[src/rtl/uaq_pkg.sv]
// shared types, codes and constants of the user activity qualifier
package uaq_pkg;

  // default sizes handed to the top level parameters
  localparam int TIME_BITS_DEF  = 48;
  localparam int COORD_BITS_DEF = 16;
  localparam int COUNT_BITS_DEF = 32;

  // configuration port
  localparam int CFG_IDX_BITS = 2;
  localparam int MS_BITS      = 20;
  localparam int US_BITS      = 30;

  localparam logic [CFG_IDX_BITS-1:0] CFG_NOISE_GAP    = 2'd0;
  localparam logic [CFG_IDX_BITS-1:0] CFG_ACTIVITY_RUN = 2'd1;
  localparam logic [CFG_IDX_BITS-1:0] CFG_IDLE_GAP     = 2'd2;

  // threshold reset values in microseconds
  localparam logic [US_BITS-1:0] NOISE_US_RST = 30'd1000000;
  localparam logic [US_BITS-1:0] RUN_US_RST   = 30'd2000000;
  localparam logic [US_BITS-1:0] IDLE_US_RST  = 30'd5000000;

  // event codes
  localparam int OP_BITS = 3;
  localparam logic [OP_BITS-1:0] OP_MOUSE  = 3'd0;
  localparam logic [OP_BITS-1:0] OP_BUTTON = 3'd1;
  localparam logic [OP_BITS-1:0] OP_KEY    = 3'd2;
  localparam logic [OP_BITS-1:0] OP_QUERY  = 3'd3;
  localparam logic [OP_BITS-1:0] OP_SUSP   = 3'd4;
  localparam logic [OP_BITS-1:0] OP_RESUME = 3'd5;

  // mouse time kept as whole seconds plus a microsecond remainder
  localparam int GAP_BITS  = 20;
  localparam int SECS_BITS = 33;
  localparam logic [GAP_BITS-1:0]  US_PER_S     = 20'd1000000;
  // largest 52-bit microsecond total split into seconds and remainder
  localparam logic [SECS_BITS-1:0] MT_MAX_SECS  = 33'd4503599627;
  localparam logic [GAP_BITS-1:0]  MT_MAX_REM   = 20'd370495;

  // activity state
  typedef enum logic [1:0] {
    MODE_IDLE   = 2'd0,
    MODE_NOISE  = 2'd1,
    MODE_ACTIVE = 2'd2,
    MODE_SUSP   = 2'd3
  } mode_e;

  // top level sequencer
  typedef enum logic [1:0] {
    CS_IDLE,
    CS_RUN,
    CS_COMMIT
  } ctl_state_e;

  // distance unit sequencer
  typedef enum logic [1:0] {
    DP_IDLE,
    DP_MUL,
    DP_ROOT
  } dist_phase_e;

  // status from the distance unit
  typedef struct packed {
    logic busy;
    logic sense_ok;
  } dist_stat_t;

  // milliseconds to microseconds by shifts: x*1024 - x*16 - x*8
  function automatic logic [US_BITS-1:0] ms_to_us(input logic [MS_BITS-1:0] v);
    logic [US_BITS-1:0] w;
    w = US_BITS'(v);
    return (w << 10) - (w << 4) - (w << 3);
  endfunction

endpackage

[src/rtl/uaq_tcmp.sv]
// bit-serial time difference and compare against a threshold, lsb first
module uaq_tcmp (
  input  logic clk_i,
  input  logic rst_ni,
  input  logic clear_i,
  input  logic en_i,
  input  logic a_i,
  input  logic b_i,
  input  logic t_i,
  output logic diff_o,
  output logic gt_o,
  output logic lt_o
);

  logic borrow_q, borrow_d;
  logic gt_q, gt_d;
  logic lt_q, lt_d;

  // one bit of a - b modulo the word width
  assign diff_o   = a_i ^ b_i ^ borrow_q;
  assign borrow_d = (~a_i & b_i) | (~(a_i ^ b_i) & borrow_q);

  // the highest differing bit seen so far decides the order
  always_comb begin
    gt_d = gt_q;
    lt_d = lt_q;
    if (diff_o != t_i) begin
      gt_d = diff_o;
      lt_d = t_i;
    end
  end

  always_ff @(posedge clk_i or negedge rst_ni) begin
    if (!rst_ni) begin
      borrow_q <= 1'b0;
      gt_q     <= 1'b0;
      lt_q     <= 1'b0;
    end else if (clear_i) begin
      borrow_q <= 1'b0;
      gt_q     <= 1'b0;
      lt_q     <= 1'b0;
    end else if (en_i) begin
      borrow_q <= borrow_d;
      gt_q     <= gt_d;
      lt_q     <= lt_d;
    end
  end

  assign gt_o = gt_q;
  assign lt_o = lt_q;

endmodule

[src/rtl/uaq_dist.sv]
// euclidean distance: shift-add squares, then a two-bit-a-cycle square root
module uaq_dist import uaq_pkg::*; #(
  parameter int COORD_BITS = COORD_BITS_DEF
) (
  input  logic                         clk_i,
  input  logic                         rst_ni,
  input  logic                         start_i,
  input  logic signed [COORD_BITS-1:0] a_x_i,
  input  logic signed [COORD_BITS-1:0] a_y_i,
  input  logic signed [COORD_BITS-1:0] b_x_i,
  input  logic signed [COORD_BITS-1:0] b_y_i,
  output dist_stat_t                   stat_o,
  output logic [COORD_BITS:0]          root_o
);

  localparam int SW = 2 * COORD_BITS + 2;   // sum of squares, even width
  localparam int RMW = COORD_BITS + 3;      // partial remainder
  localparam int WW = COORD_BITS + 5;       // remainder with next digit
  localparam int CW = $clog2(COORD_BITS + 1);
  localparam logic [CW-1:0] MUL_LAST  = CW'(COORD_BITS - 1);
  localparam logic [CW-1:0] ROOT_LAST = CW'(COORD_BITS);

  dist_phase_e phase_q, phase_d;

  logic signed [COORD_BITS:0] dx, dy;
  logic [COORD_BITS-1:0] mag_x, mag_y;
  logic [COORD_BITS-1:0] ay_q;
  logic [COORD_BITS-1:0] mplier_q;
  logic [SW-1:0]         mcand_q;
  logic [SW-1:0]         acc_q, acc_nx;
  logic [SW-1:0]         rad_q;
  logic [RMW-1:0]        rem_q, rem_nx;
  logic [COORD_BITS:0]   root_q, root_nx;
  logic [WW-1:0]         work, trial;
  logic                  ge;
  logic [CW-1:0]         cnt_q;
  logic                  second_q;
  logic                  sense_q;
  logic                  mul_end, root_end;

  // coordinate deltas and magnitudes
  always_comb begin
    dx    = {a_x_i[COORD_BITS-1], a_x_i} - {b_x_i[COORD_BITS-1], b_x_i};
    dy    = {a_y_i[COORD_BITS-1], a_y_i} - {b_y_i[COORD_BITS-1], b_y_i};
    mag_x = dx[COORD_BITS] ? COORD_BITS'(-dx) : COORD_BITS'(dx);
    mag_y = dy[COORD_BITS] ? COORD_BITS'(-dy) : COORD_BITS'(dy);
  end

  // one partial product per cycle
  assign acc_nx = mplier_q[0] ? acc_q + mcand_q : acc_q;

  // one root digit per cycle
  always_comb begin
    work    = {rem_q, rad_q[SW-1:SW-2]};
    trial   = WW'({root_q, 2'b01});
    ge      = (work >= trial);
    rem_nx  = ge ? RMW'(work - trial) : RMW'(work);
    root_nx = {root_q[COORD_BITS-1:0], ge};
  end

  assign mul_end  = (cnt_q == MUL_LAST) && second_q;
  assign root_end = (cnt_q == ROOT_LAST);

  // next phase
  always_comb begin
    phase_d = phase_q;
    unique case (phase_q)
      DP_IDLE: if (start_i) phase_d = DP_MUL;
      DP_MUL:  if (mul_end) phase_d = DP_ROOT;
      DP_ROOT: if (root_end) phase_d = DP_IDLE;
      default: phase_d = DP_IDLE;
    endcase
  end

  // status outputs
  always_comb begin
    stat_o.busy     = (phase_q != DP_IDLE);
    stat_o.sense_ok = sense_q;
  end

  always_ff @(posedge clk_i or negedge rst_ni) begin
    if (!rst_ni) begin
      phase_q  <= DP_IDLE;
      cnt_q    <= '0;
      second_q <= 1'b0;
    end else begin
      phase_q <= phase_d;
      if (phase_q == DP_IDLE) begin
        cnt_q    <= '0;
        second_q <= 1'b0;
      end else if (phase_q == DP_MUL && cnt_q == MUL_LAST) begin
        cnt_q    <= '0;
        second_q <= 1'b1;
      end else begin
        cnt_q <= cnt_q + CW'(1);
      end
    end
  end

  // datapath
  always_ff @(posedge clk_i) begin
    unique case (phase_q)
      DP_IDLE: begin
        if (start_i) begin
          ay_q     <= mag_y;
          mplier_q <= mag_x;
          mcand_q  <= SW'(mag_x);
          acc_q    <= '0;
          sense_q  <= (mag_x >= COORD_BITS'(3)) && (mag_y >= COORD_BITS'(3));
        end
      end
      DP_MUL: begin
        acc_q <= acc_nx;
        if (cnt_q == MUL_LAST && !second_q) begin
          mplier_q <= ay_q;
          mcand_q  <= SW'(ay_q);
        end else begin
          mplier_q <= mplier_q >> 1;
          mcand_q  <= mcand_q << 1;
        end
        if (mul_end) begin
          rad_q  <= acc_nx;
          rem_q  <= '0;
          root_q <= '0;
        end
      end
      DP_ROOT: begin
        rad_q  <= rad_q << 2;
        rem_q  <= rem_nx;
        root_q <= root_nx;
      end
      default: begin
        rad_q <= rad_q;
      end
    endcase
  end

  assign root_o = root_q;

endmodule

[src/rtl/user_activity_qualifier.sv]
// user activity qualifier: top level with sequencer, state and counters
//
// Each event is taken on the input channel and answered by one result with
// the activity state and the saturating counters as they stand after it.
// Event times are compared one bit a cycle, while the distance unit forms
// the squared distance by shift-add and its square root two bits a cycle;
// the two run side by side. One event is in work at a time, and the next
// event can be taken as soon as the result is posted. The output register
// lets the next event be taken while a result waits.
// Configuration writes are always ready; writing any threshold also sets the
// state to idle.
module user_activity_qualifier import uaq_pkg::*; #(
  parameter int TIME_BITS  = TIME_BITS_DEF,
  parameter int COORD_BITS = COORD_BITS_DEF,
  parameter int COUNT_BITS = COUNT_BITS_DEF
) (
  input  logic                         clk_i,
  input  logic                         rst_ni,
  // configuration writes
  input  logic                         cfg_valid_i,
  output logic                         cfg_ready_o,
  input  logic [CFG_IDX_BITS-1:0]      cfg_index_i,
  input  logic [MS_BITS-1:0]           cfg_data_i,
  // event channel
  input  logic                         in_valid_i,
  output logic                         in_ready_o,
  input  logic [OP_BITS-1:0]           op_i,
  input  logic [TIME_BITS-1:0]         now_us_i,
  input  logic signed [COORD_BITS-1:0] pos_x_i,
  input  logic signed [COORD_BITS-1:0] pos_y_i,
  input  logic                         wheel_moved_i,
  // result channel
  output logic                         out_valid_o,
  input  logic                         out_ready_i,
  output logic [1:0]                   activity_state_o,
  output logic [COUNT_BITS-1:0]        movement_total_o,
  output logic [COUNT_BITS-1:0]        click_travel_total_o,
  output logic [COUNT_BITS-1:0]        click_count_o,
  output logic [COUNT_BITS-1:0]        key_count_o,
  output logic [COUNT_BITS-1:0]        movement_seconds_o
);

  localparam int KW     = $clog2(TIME_BITS);
  localparam int ROOT_W = COORD_BITS + 1;
  localparam int SUM_W  = ((COUNT_BITS > ROOT_W) ? COUNT_BITS : ROOT_W) + 1;
  localparam int SX     = (COUNT_BITS > SECS_BITS) ? COUNT_BITS : SECS_BITS;
  localparam logic [COUNT_BITS-1:0] CNT_MAX  = '1;
  localparam logic [KW-1:0]         K_LAST   = KW'(TIME_BITS - 1);
  localparam logic [KW-1:0]         K_GAP    = KW'(GAP_BITS);
  localparam logic [TIME_BITS-1:0]  SEC_EXT  = TIME_BITS'(US_PER_S);

  // saturating counter add
  function automatic logic [COUNT_BITS-1:0] sat_add(input logic [COUNT_BITS-1:0] a,
                                                    input logic [ROOT_W-1:0] b);
    logic [SUM_W-1:0] s;
    s = SUM_W'(a) + SUM_W'(b);
    if (s > SUM_W'(CNT_MAX)) return CNT_MAX;
    return COUNT_BITS'(s);
  endfunction

  ctl_state_e cs_q, cs_d;

  // thresholds in microseconds
  logic [US_BITS-1:0] noise_us_q, run_us_q, idle_us_q;
  logic [TIME_BITS-1:0] noise_ext, run_ext, idle_ext;

  // captured event
  logic [OP_BITS-1:0]           op_q;
  logic [TIME_BITS-1:0]         now_q;
  logic signed [COORD_BITS-1:0] px_q, py_q;
  logic                         wheel_q;

  // activity and usage state
  mode_e                        mode_q, mode_d;
  logic [TIME_BITS-1:0]         run_start_q, run_start_d;
  logic [TIME_BITS-1:0]         last_event_q, last_event_d;
  logic [TIME_BITS-1:0]         last_mouse_q, last_mouse_d;
  logic [GAP_BITS-1:0]          rem_q, rem_d;
  logic [SECS_BITS-1:0]         secs_q, secs_d;
  logic signed [COORD_BITS-1:0] last_x_q, last_x_d, last_y_q, last_y_d;
  logic signed [COORD_BITS-1:0] click_x_q, click_x_d, click_y_q, click_y_d;
  logic [COUNT_BITS-1:0]        move_q, move_d, travel_q, travel_d;
  logic [COUNT_BITS-1:0]        clicks_q, clicks_d, keys_q, keys_d;

  // serial time compare control
  logic [KW-1:0]       k_q;
  logic                bits_done_q;
  logic [GAP_BITS-1:0] gap_q;
  logic                cmp_en;
  logic                now_bit;
  logic                noise_gt, run_lt, idle_gt, mouse_lt, gap_bit;
  logic                unused_diff0, unused_diff1, unused_diff2;
  logic                unused_lt0, unused_gt1, unused_lt2, unused_gt3;

  // distance unit
  logic                         dist_start;
  logic signed [COORD_BITS-1:0] da_x, da_y;
  dist_stat_t                   dist_stat;
  logic [ROOT_W-1:0]            root;

  // handshakes
  logic in_fire, cfg_fire, cfg_hit, commit_en;
  logic out_valid_q;

  // commit-time values
  logic is_mouse, is_btn, is_key, is_query, is_susp, is_resume;
  logic counted, act, time_add;
  logic [GAP_BITS:0]    rem_sum;
  logic [GAP_BITS-1:0]  rem_t;
  logic [SECS_BITS-1:0] secs_t;
  logic [COUNT_BITS-1:0] secs_out;

  assign cfg_ready_o = 1'b1;
  assign cfg_fire    = cfg_valid_i;
  assign in_fire     = in_valid_i && in_ready_o;

  // configuration decode
  always_comb begin
    unique case (cfg_index_i) inside
      CFG_NOISE_GAP, CFG_ACTIVITY_RUN, CFG_IDLE_GAP: cfg_hit = cfg_fire;
      default: cfg_hit = 1'b0;
    endcase
  end

  always_ff @(posedge clk_i or negedge rst_ni) begin
    if (!rst_ni) begin
      noise_us_q <= NOISE_US_RST;
      run_us_q   <= RUN_US_RST;
      idle_us_q  <= IDLE_US_RST;
    end else if (cfg_fire) begin
      unique case (cfg_index_i)
        CFG_NOISE_GAP:    noise_us_q <= ms_to_us(cfg_data_i);
        CFG_ACTIVITY_RUN: run_us_q   <= ms_to_us(cfg_data_i);
        CFG_IDLE_GAP:     idle_us_q  <= ms_to_us(cfg_data_i);
        default:          noise_us_q <= noise_us_q;
      endcase
    end
  end

  assign noise_ext = TIME_BITS'(noise_us_q);
  assign run_ext   = TIME_BITS'(run_us_q);
  assign idle_ext  = TIME_BITS'(idle_us_q);

  // sequencer next state
  always_comb begin
    cs_d = cs_q;
    unique case (cs_q)
      CS_IDLE:   if (in_fire) cs_d = CS_RUN;
      CS_RUN:    if (bits_done_q && !dist_stat.busy) cs_d = CS_COMMIT;
      CS_COMMIT: if (!out_valid_q || out_ready_i) cs_d = CS_IDLE;
      default:   cs_d = CS_IDLE;
    endcase
  end

  // sequencer outputs
  always_comb begin
    in_ready_o = (cs_q == CS_IDLE);
    cmp_en     = (cs_q == CS_RUN) && !bits_done_q;
    commit_en  = (cs_q == CS_COMMIT) && (!out_valid_q || out_ready_i);
    dist_start = in_fire;
  end

  always_ff @(posedge clk_i or negedge rst_ni) begin
    if (!rst_ni) begin
      cs_q        <= CS_IDLE;
      k_q         <= '0;
      bits_done_q <= 1'b0;
    end else begin
      cs_q <= cs_d;
      if (in_fire) begin
        k_q         <= '0;
        bits_done_q <= 1'b0;
      end else if (cmp_en) begin
        k_q <= k_q + KW'(1);
        if (k_q == K_LAST) bits_done_q <= 1'b1;
      end
    end
  end

  // event capture
  always_ff @(posedge clk_i) begin
    if (in_fire) begin
      op_q    <= op_i;
      now_q   <= now_us_i;
      px_q    <= pos_x_i;
      py_q    <= pos_y_i;
      wheel_q <= wheel_moved_i;
    end
  end

  // low bits of the mouse gap, shifted in lsb first
  always_ff @(posedge clk_i) begin
    if (cmp_en && k_q < K_GAP) gap_q <= {gap_bit, gap_q[GAP_BITS-1:1]};
  end

  assign now_bit = now_q[k_q];

  // four time comparators fed one bit a cycle
  uaq_tcmp u_cmp_noise (
    .clk_i, .rst_ni, .clear_i(in_fire), .en_i(cmp_en),
    .a_i(now_bit), .b_i(last_event_q[k_q]), .t_i(noise_ext[k_q]),
    .diff_o(unused_diff0), .gt_o(noise_gt), .lt_o(unused_lt0)
  );

  uaq_tcmp u_cmp_run (
    .clk_i, .rst_ni, .clear_i(in_fire), .en_i(cmp_en),
    .a_i(now_bit), .b_i(run_start_q[k_q]), .t_i(run_ext[k_q]),
    .diff_o(unused_diff1), .gt_o(unused_gt1), .lt_o(run_lt)
  );

  uaq_tcmp u_cmp_idle (
    .clk_i, .rst_ni, .clear_i(in_fire), .en_i(cmp_en),
    .a_i(now_bit), .b_i(last_event_q[k_q]), .t_i(idle_ext[k_q]),
    .diff_o(unused_diff2), .gt_o(idle_gt), .lt_o(unused_lt2)
  );

  uaq_tcmp u_cmp_mouse (
    .clk_i, .rst_ni, .clear_i(in_fire), .en_i(cmp_en),
    .a_i(now_bit), .b_i(last_mouse_q[k_q]), .t_i(SEC_EXT[k_q]),
    .diff_o(gap_bit), .gt_o(unused_gt3), .lt_o(mouse_lt)
  );

  // distance operands: new position for a move, last click for a button
  always_comb begin
    da_x = (op_i == OP_BUTTON) ? click_x_q : pos_x_i;
    da_y = (op_i == OP_BUTTON) ? click_y_q : pos_y_i;
  end

  uaq_dist #(
    .COORD_BITS(COORD_BITS)
  ) u_dist (
    .clk_i,
    .rst_ni,
    .start_i(dist_start),
    .a_x_i(da_x),
    .a_y_i(da_y),
    .b_x_i(last_x_q),
    .b_y_i(last_y_q),
    .stat_o(dist_stat),
    .root_o(root)
  );

  // event decode
  always_comb begin
    is_mouse  = (op_q == OP_MOUSE);
    is_btn    = (op_q == OP_BUTTON);
    is_key    = (op_q == OP_KEY);
    is_query  = (op_q == OP_QUERY);
    is_susp   = (op_q == OP_SUSP);
    is_resume = (op_q == OP_RESUME);
    counted   = is_mouse && (dist_stat.sense_ok || wheel_q);
    act       = counted || is_btn || is_key;
    time_add  = counted && (|last_mouse_q) && mouse_lt;
  end

  // activity state update
  always_comb begin
    mode_d       = mode_q;
    run_start_d  = run_start_q;
    last_event_d = last_event_q;
    if (commit_en) begin
      if (act) begin
        if (mode_q == MODE_IDLE) begin
          run_start_d = now_q;
          mode_d      = (run_us_q == '0) ? MODE_ACTIVE : MODE_NOISE;
        end else if (mode_q == MODE_NOISE) begin
          if (noise_gt) run_start_d = now_q;
          else if (!run_lt) mode_d = MODE_ACTIVE;
        end
        last_event_d = now_q;
      end else if (is_query) begin
        if (mode_q == MODE_ACTIVE && idle_gt) mode_d = MODE_IDLE;
      end else if (is_susp) begin
        mode_d = MODE_SUSP;
      end else if (is_resume) begin
        mode_d = MODE_IDLE;
      end
    end
    if (cfg_hit) mode_d = MODE_IDLE;
  end

  // mouse time: seconds and remainder, clamped to the 52-bit total
  always_comb begin
    rem_sum = {1'b0, rem_q} + {1'b0, gap_q};
    if (rem_sum >= {1'b0, US_PER_S}) begin
      rem_t  = GAP_BITS'(rem_sum - {1'b0, US_PER_S});
      secs_t = secs_q + SECS_BITS'(1);
    end else begin
      rem_t  = GAP_BITS'(rem_sum);
      secs_t = secs_q;
    end
    if (secs_t > MT_MAX_SECS || (secs_t == MT_MAX_SECS && rem_t > MT_MAX_REM)) begin
      secs_t = MT_MAX_SECS;
      rem_t  = MT_MAX_REM;
    end
    rem_d  = rem_q;
    secs_d = secs_q;
    if (commit_en && time_add) begin
      rem_d  = rem_t;
      secs_d = secs_t;
    end
    secs_out = (SX'(secs_d) > SX'(CNT_MAX)) ? CNT_MAX : COUNT_BITS'(secs_d);
  end

  // positions and counters
  always_comb begin
    last_x_d     = last_x_q;
    last_y_d     = last_y_q;
    last_mouse_d = last_mouse_q;
    click_x_d    = click_x_q;
    click_y_d    = click_y_q;
    move_d       = move_q;
    travel_d     = travel_q;
    clicks_d     = clicks_q;
    keys_d       = keys_q;
    if (commit_en) begin
      if (counted) begin
        move_d       = sat_add(move_q, root);
        last_x_d     = px_q;
        last_y_d     = py_q;
        last_mouse_d = now_q;
      end
      if (is_btn) begin
        // a stored x of all ones means no click yet
        if (click_x_q != '1) travel_d = sat_add(travel_q, root);
        click_x_d = last_x_q;
        click_y_d = last_y_q;
        clicks_d  = sat_add(clicks_q, ROOT_W'(1));
      end
      if (is_key) keys_d = sat_add(keys_q, ROOT_W'(1));
    end
  end

  always_ff @(posedge clk_i or negedge rst_ni) begin
    if (!rst_ni) begin
      mode_q       <= MODE_IDLE;
      run_start_q  <= '0;
      last_event_q <= '0;
      last_mouse_q <= '0;
      rem_q        <= '0;
      secs_q       <= '0;
      last_x_q     <= '1;
      last_y_q     <= '1;
      click_x_q    <= '1;
      click_y_q    <= '1;
      move_q       <= '0;
      travel_q     <= '0;
      clicks_q     <= '0;
      keys_q       <= '0;
    end else begin
      mode_q       <= mode_d;
      run_start_q  <= run_start_d;
      last_event_q <= last_event_d;
      last_mouse_q <= last_mouse_d;
      rem_q        <= rem_d;
      secs_q       <= secs_d;
      last_x_q     <= last_x_d;
      last_y_q     <= last_y_d;
      click_x_q    <= click_x_d;
      click_y_q    <= click_y_d;
      move_q       <= move_d;
      travel_q     <= travel_d;
      clicks_q     <= clicks_d;
      keys_q       <= keys_d;
    end
  end

  // result register
  always_ff @(posedge clk_i or negedge rst_ni) begin
    if (!rst_ni) begin
      out_valid_q <= 1'b0;
    end else if (commit_en) begin
      out_valid_q <= 1'b1;
    end else if (out_ready_i) begin
      out_valid_q <= 1'b0;
    end
  end

  always_ff @(posedge clk_i) begin
    if (commit_en) begin
      activity_state_o     <= mode_d;
      movement_total_o     <= move_d;
      click_travel_total_o <= travel_d;
      click_count_o        <= clicks_d;
      key_count_o          <= keys_d;
      movement_seconds_o   <= secs_out;
    end
  end

  assign out_valid_o = out_valid_q;

endmodule

[config.mk]
export PLATFORM = sky130hd
export DESIGN_NAME = user_activity_qualifier
export DESIGN_NICKNAME = d
export VERILOG_FILES = /design/src/rtl/uaq_pkg.sv /design/src/rtl/uaq_tcmp.sv /design/src/rtl/uaq_dist.sv /design/src/rtl/user_activity_qualifier.sv
export SDC_FILE = /design/constraint.sdc
export NUM_CORES = 2
export LEC_CHECK = 0
export ABC_AREA = 1
export BUFFER_PORTS_ARGS = -buffer_cell sky130_fd_sc_hd__buf_2
export CAP_MARGIN = 10
export CORE_AREA = 4 4 418 214
export DETAILED_ROUTE_END_ITERATION = 8
export DIE_AREA = 0 0 422 218
export GPL_TIMING_DRIVEN = 0
export PLACE_DENSITY = 0.78
export SLEW_MARGIN = 20
export SYNTH_ARGS = -nofsm -noshare
export SYNTH_HDL_FRONTEND = slang
export SYNTH_SLANG_ARGS = --single-unit
[constraint.sdc]
create_clock -name clk_i -period 12.3 [get_ports clk_i]
set_input_delay 1.845 -clock clk_i [delete_from_list [all_inputs] [get_ports clk_i]]
set_output_delay 1.845 -clock clk_i [all_outputs]
set_load 0.005 [all_outputs]
==> results.md <==
- Startpoint Class: input port
- Post_cts resized: 0
- Ys Warns: 0
- Hold Slack: ~0.45 ns
- WP data required: approximately 13 ns
- Post-synthesis adder-cell area fraction: 5.46%
- CTS tree: done
- Vias: 44000
- CTS Buf Count: 84
- Crit share post-route: about half
- Clock buffer depth: 3
- GR Util All Layers: between 30% and 40%
- Post-synthesis net count: approximately 6300
- Fin. max-slew vios: 0
- Post-DR vias/cell: a little under 6
- CTS sink cnt: between 900 and 1000
- Number of flops mapped to enable cells by yosys: approximately 440
- Core area: ~0.085 mm^2
- Main synth FF type: edfxtp_1
- Worst-Skew Late Latency: 0.71 ns
- Gpl congestion: about 1.0
- Avg WL per Cell: 18.7 um
- Post-DP HPWL: around 110 mm
- RSZ-0062 raised after global routing: false
- Slew HR: between 20% and 30%
- Worst hold-check path type: register to register
- Worst Clk Skew: approximately 0.028 ns
- VDD IR max: approximately 170 uV
- DRC: 0
- Die area: 0.0920 mm^2
- Placed Instance Area: approximately 0.054 mm^2
- Synth unique cells: 62
- Worst Path Arrival: 6.59 ns
- Fin worst setup slack: around 6 ns
- First-pass GRT wire length: 227 mm
- Reg clk slew, reported paths: about 0.070 ns
- Mapped Area: 0.0511 mm^2
- Total gr overflow: 0
- Synth Instances: 6019
- Worst-Margin Slew: around 1.1 ns
- Remaining antenna violation count: 0
- Status: finished clean
- Initial antenna violation count: 2
- Die span in y: approximately 220 um
- Final Setup Violations: 0
- Syn avg cell area: 8.48 um^2
- Hold path depth: 0
- Pre-CTS setup slack: approximately 5.6 ns
- Area fraction in compound gates after synthesis: between 10% and 20%
- Pwr dens: roughly 230 mW/mm^2
- Max Cap Viol: 0
- Starting Density: between 50% and 60%
- Number of I/O port buffers: 274
- Post-synthesis sequential area ratio: between 50% and 60%
- Largest family of logic cells by synthesized area: simple AND/OR/NAND/NOR gates
- Simple-Gate Fraction of Synth Area: about 20%
- Largest net degree at the start of global routing: 92
- Die Span X: ~420 um
- First drt pass iteration count: 7
- Fmax: approximately 160 MHz
- Largest area contributor in the netlist: edfxtp_1
- Type of the worst setup path: input port to register
- #FFs+latches synth: ~940
- Post-route cell area: 0.0572 mm^2
- Final net count: approximately 6700
- Hold_buf cts: 0
- TNS Setup: 0 ns
- Vias in the first global route: between 40000 and 50000
- Xor-xnor portion of the synthesized cell area: under 10%
- Iter 0 DRT Violations: 4230
- Mux cell area share after synthesis: less than 1%
- Area delta synth->final: 12.0%
- Fillers: about 6900
- Root buffer cell: clkbuf_16
- Pwr Total: 13.1 mW
- Synth async-reset ratio: a little over half
- CP max FO: 10
- Leakage power: between 20 and 30 nW
- Yosys top cell area share: between 20% and 30%
- Proportion of layout cells with a drive suffix above 1: a little under a tenth
- Row Count: 76
- H-tree levels: 3
- Worst setup EP type: register
- R2R cell count: 30
- Min Tclk post-route: 6.14 ns
- Synth area leaders: edfxtp_1 26%, dfrtp_1 20%, nand2_1 11%, o21ai_0 6.7%, inv_1 5.4%
- Fin. Hold Viols: 0
- # IOs: 276
- Total Wirelength: around 140 mm
- # Post-CTS Setup Buffers: 0
worst max-delay path, cell delays in order:
cell and delay [ns]:
buf_2 0.14, or3b_2 0.19, clkbuf_1 0.36, clkbuf_1 0.59, mux2i_1 0.29, ha_1 0.24
fa_1 0.23, nand3b_1 0.12, nand2_1 0.13, nand3_1 0.11, o2111ai_1 0.15, nand2_1 0.09
inv_1 0.06, nand2_1 0.08, nor2_1 0.05, nor2_1 0.09, nand2_1 0.07, o21ai_1 0.27
clkbuf_1 0.39, nand2_1 0.13, xor2_1 0.18, nor2_1 0.11, nand2_1 0.06, nor2_1 0.11
nand3_1 0.07, nor3_1 0.36, nor2_1 0.08
path summary, 6_finish.rpt:
path	from	to	slack, ns
min in group asynchronous	rst_ni	run_start_q[23]	1.10
max reg2reg	rem_q[0]	movement_seconds_o[2]	7.20
max	op_i[0]	u_dist.sense_q	6.16
min reg2reg	gap_q[2]	gap_q[1]	0.45
min	gap_q[2]	gap_q[1]	0.45
max in group asynchronous	rst_ni	move_q[4]	9.41
registers in the layout, summed over array words and instances (netlist names), 20 cells and up:
register and count:
u_dist.rad_q 34, u_dist.mcand_q 34, run_start_q 48, last_event_q 48, now_q 48, travel_q 32, u_dist.acc_q 34, key_count_o 32
last_mouse_q 48, noise_us_q 27, run_us_q 27, movement_total_o 32, secs_q 33, movement_seconds_o 32, gap_q 20, clicks_q 32
rem_q 20, click_count_o 32, keys_q 32, idle_us_q 27, move_q 32, click_travel_total_o 32
through the flow:
stage          utilization [%]  cells
2_1_floorplan                -   6019
3_3_place_gp              63.0   7424
3_5_place_dp              63.5   7440
4_1_cts                   66.9   7597
5_1_grt                   66.9   7598
6_report                  66.9   7599
layer usage:
metal  up-vias  routed length [um]  GRT usage [%]
li1      20700                   -              -
met1     20900               59600           40.9
met2      1953               64900           49.5
met3       436               11300           5.73
met4         0                6510           13.0
met5         -                   0              0
layout make-up:
type | instances | area, um^2 | area share, %
sequential | 935 | 25700 | 44.9
multi-input combinational | 4122 | 21700 | 38.0
inverter | 748 | 2810 | 4.91
clock buffer | 110 | 2360 | 4.13
timing repair buffer | 290 | 1750 | 3.05
tap | 1131 | 1420 | 2.47
buffer | 214 | 872 | 1.53
clock inverter | 47 | 562 | 0.983
antenna | 2 | 5.00 | 0.00875
where the power goes:
group	switching, mW	internal [mW]
Clock	1.24	1.58
Combinational	3.55	1.72
Sequential	0.528	4.51
cells in the mapped netlist (all sizes together) (25+ instances only):
cell type,number
o21ai,689
nor2,513
dfstp,86
nor3,82
xor2,181
nand3b,25
nand3,254
a21oi,272
buf,27
ha,186
inv,743
clkbuf,187
or2,28
nand4,68
xnor2,65
dfrtp,412
nor4,52
o22ai,91
nand2,1446
edfxtp,437
logic make-up (layout without fill, tap and decap cells):
| logic type | after synthesis | count (layout) |
|---|---|---|
| DFF | 935 | 935 |
| xor gates and xnor gates | 246 | 246 |
| other | 1 | 3 |
| buffers and inverters | 962 | 1409 |
| adders and majority gates | 209 | 209 |
| muxes | 3 | 3 |
| AOI/OAI and AO/OA | 1184 | 1184 |
| and+or+nand+nor | 2479 | 2479 |
placed cells by master, fill, tap and decap left out, drive strengths merged, types with 82 or more instances in the layout:
cell type	Yosys	final
clkbuf	187	297
o22ai	91	91
nor2	513	513
nand2	1446	1446
ha	186	186
dfstp	86	86
inv	743	749
dfrtp	412	412
nand3	254	254
a21oi	272	272
xor2	181	181
buf	27	317
nor3	82	82
edfxtp	437	437
o21ai	689	689
(Power assumes the default switching activity.)
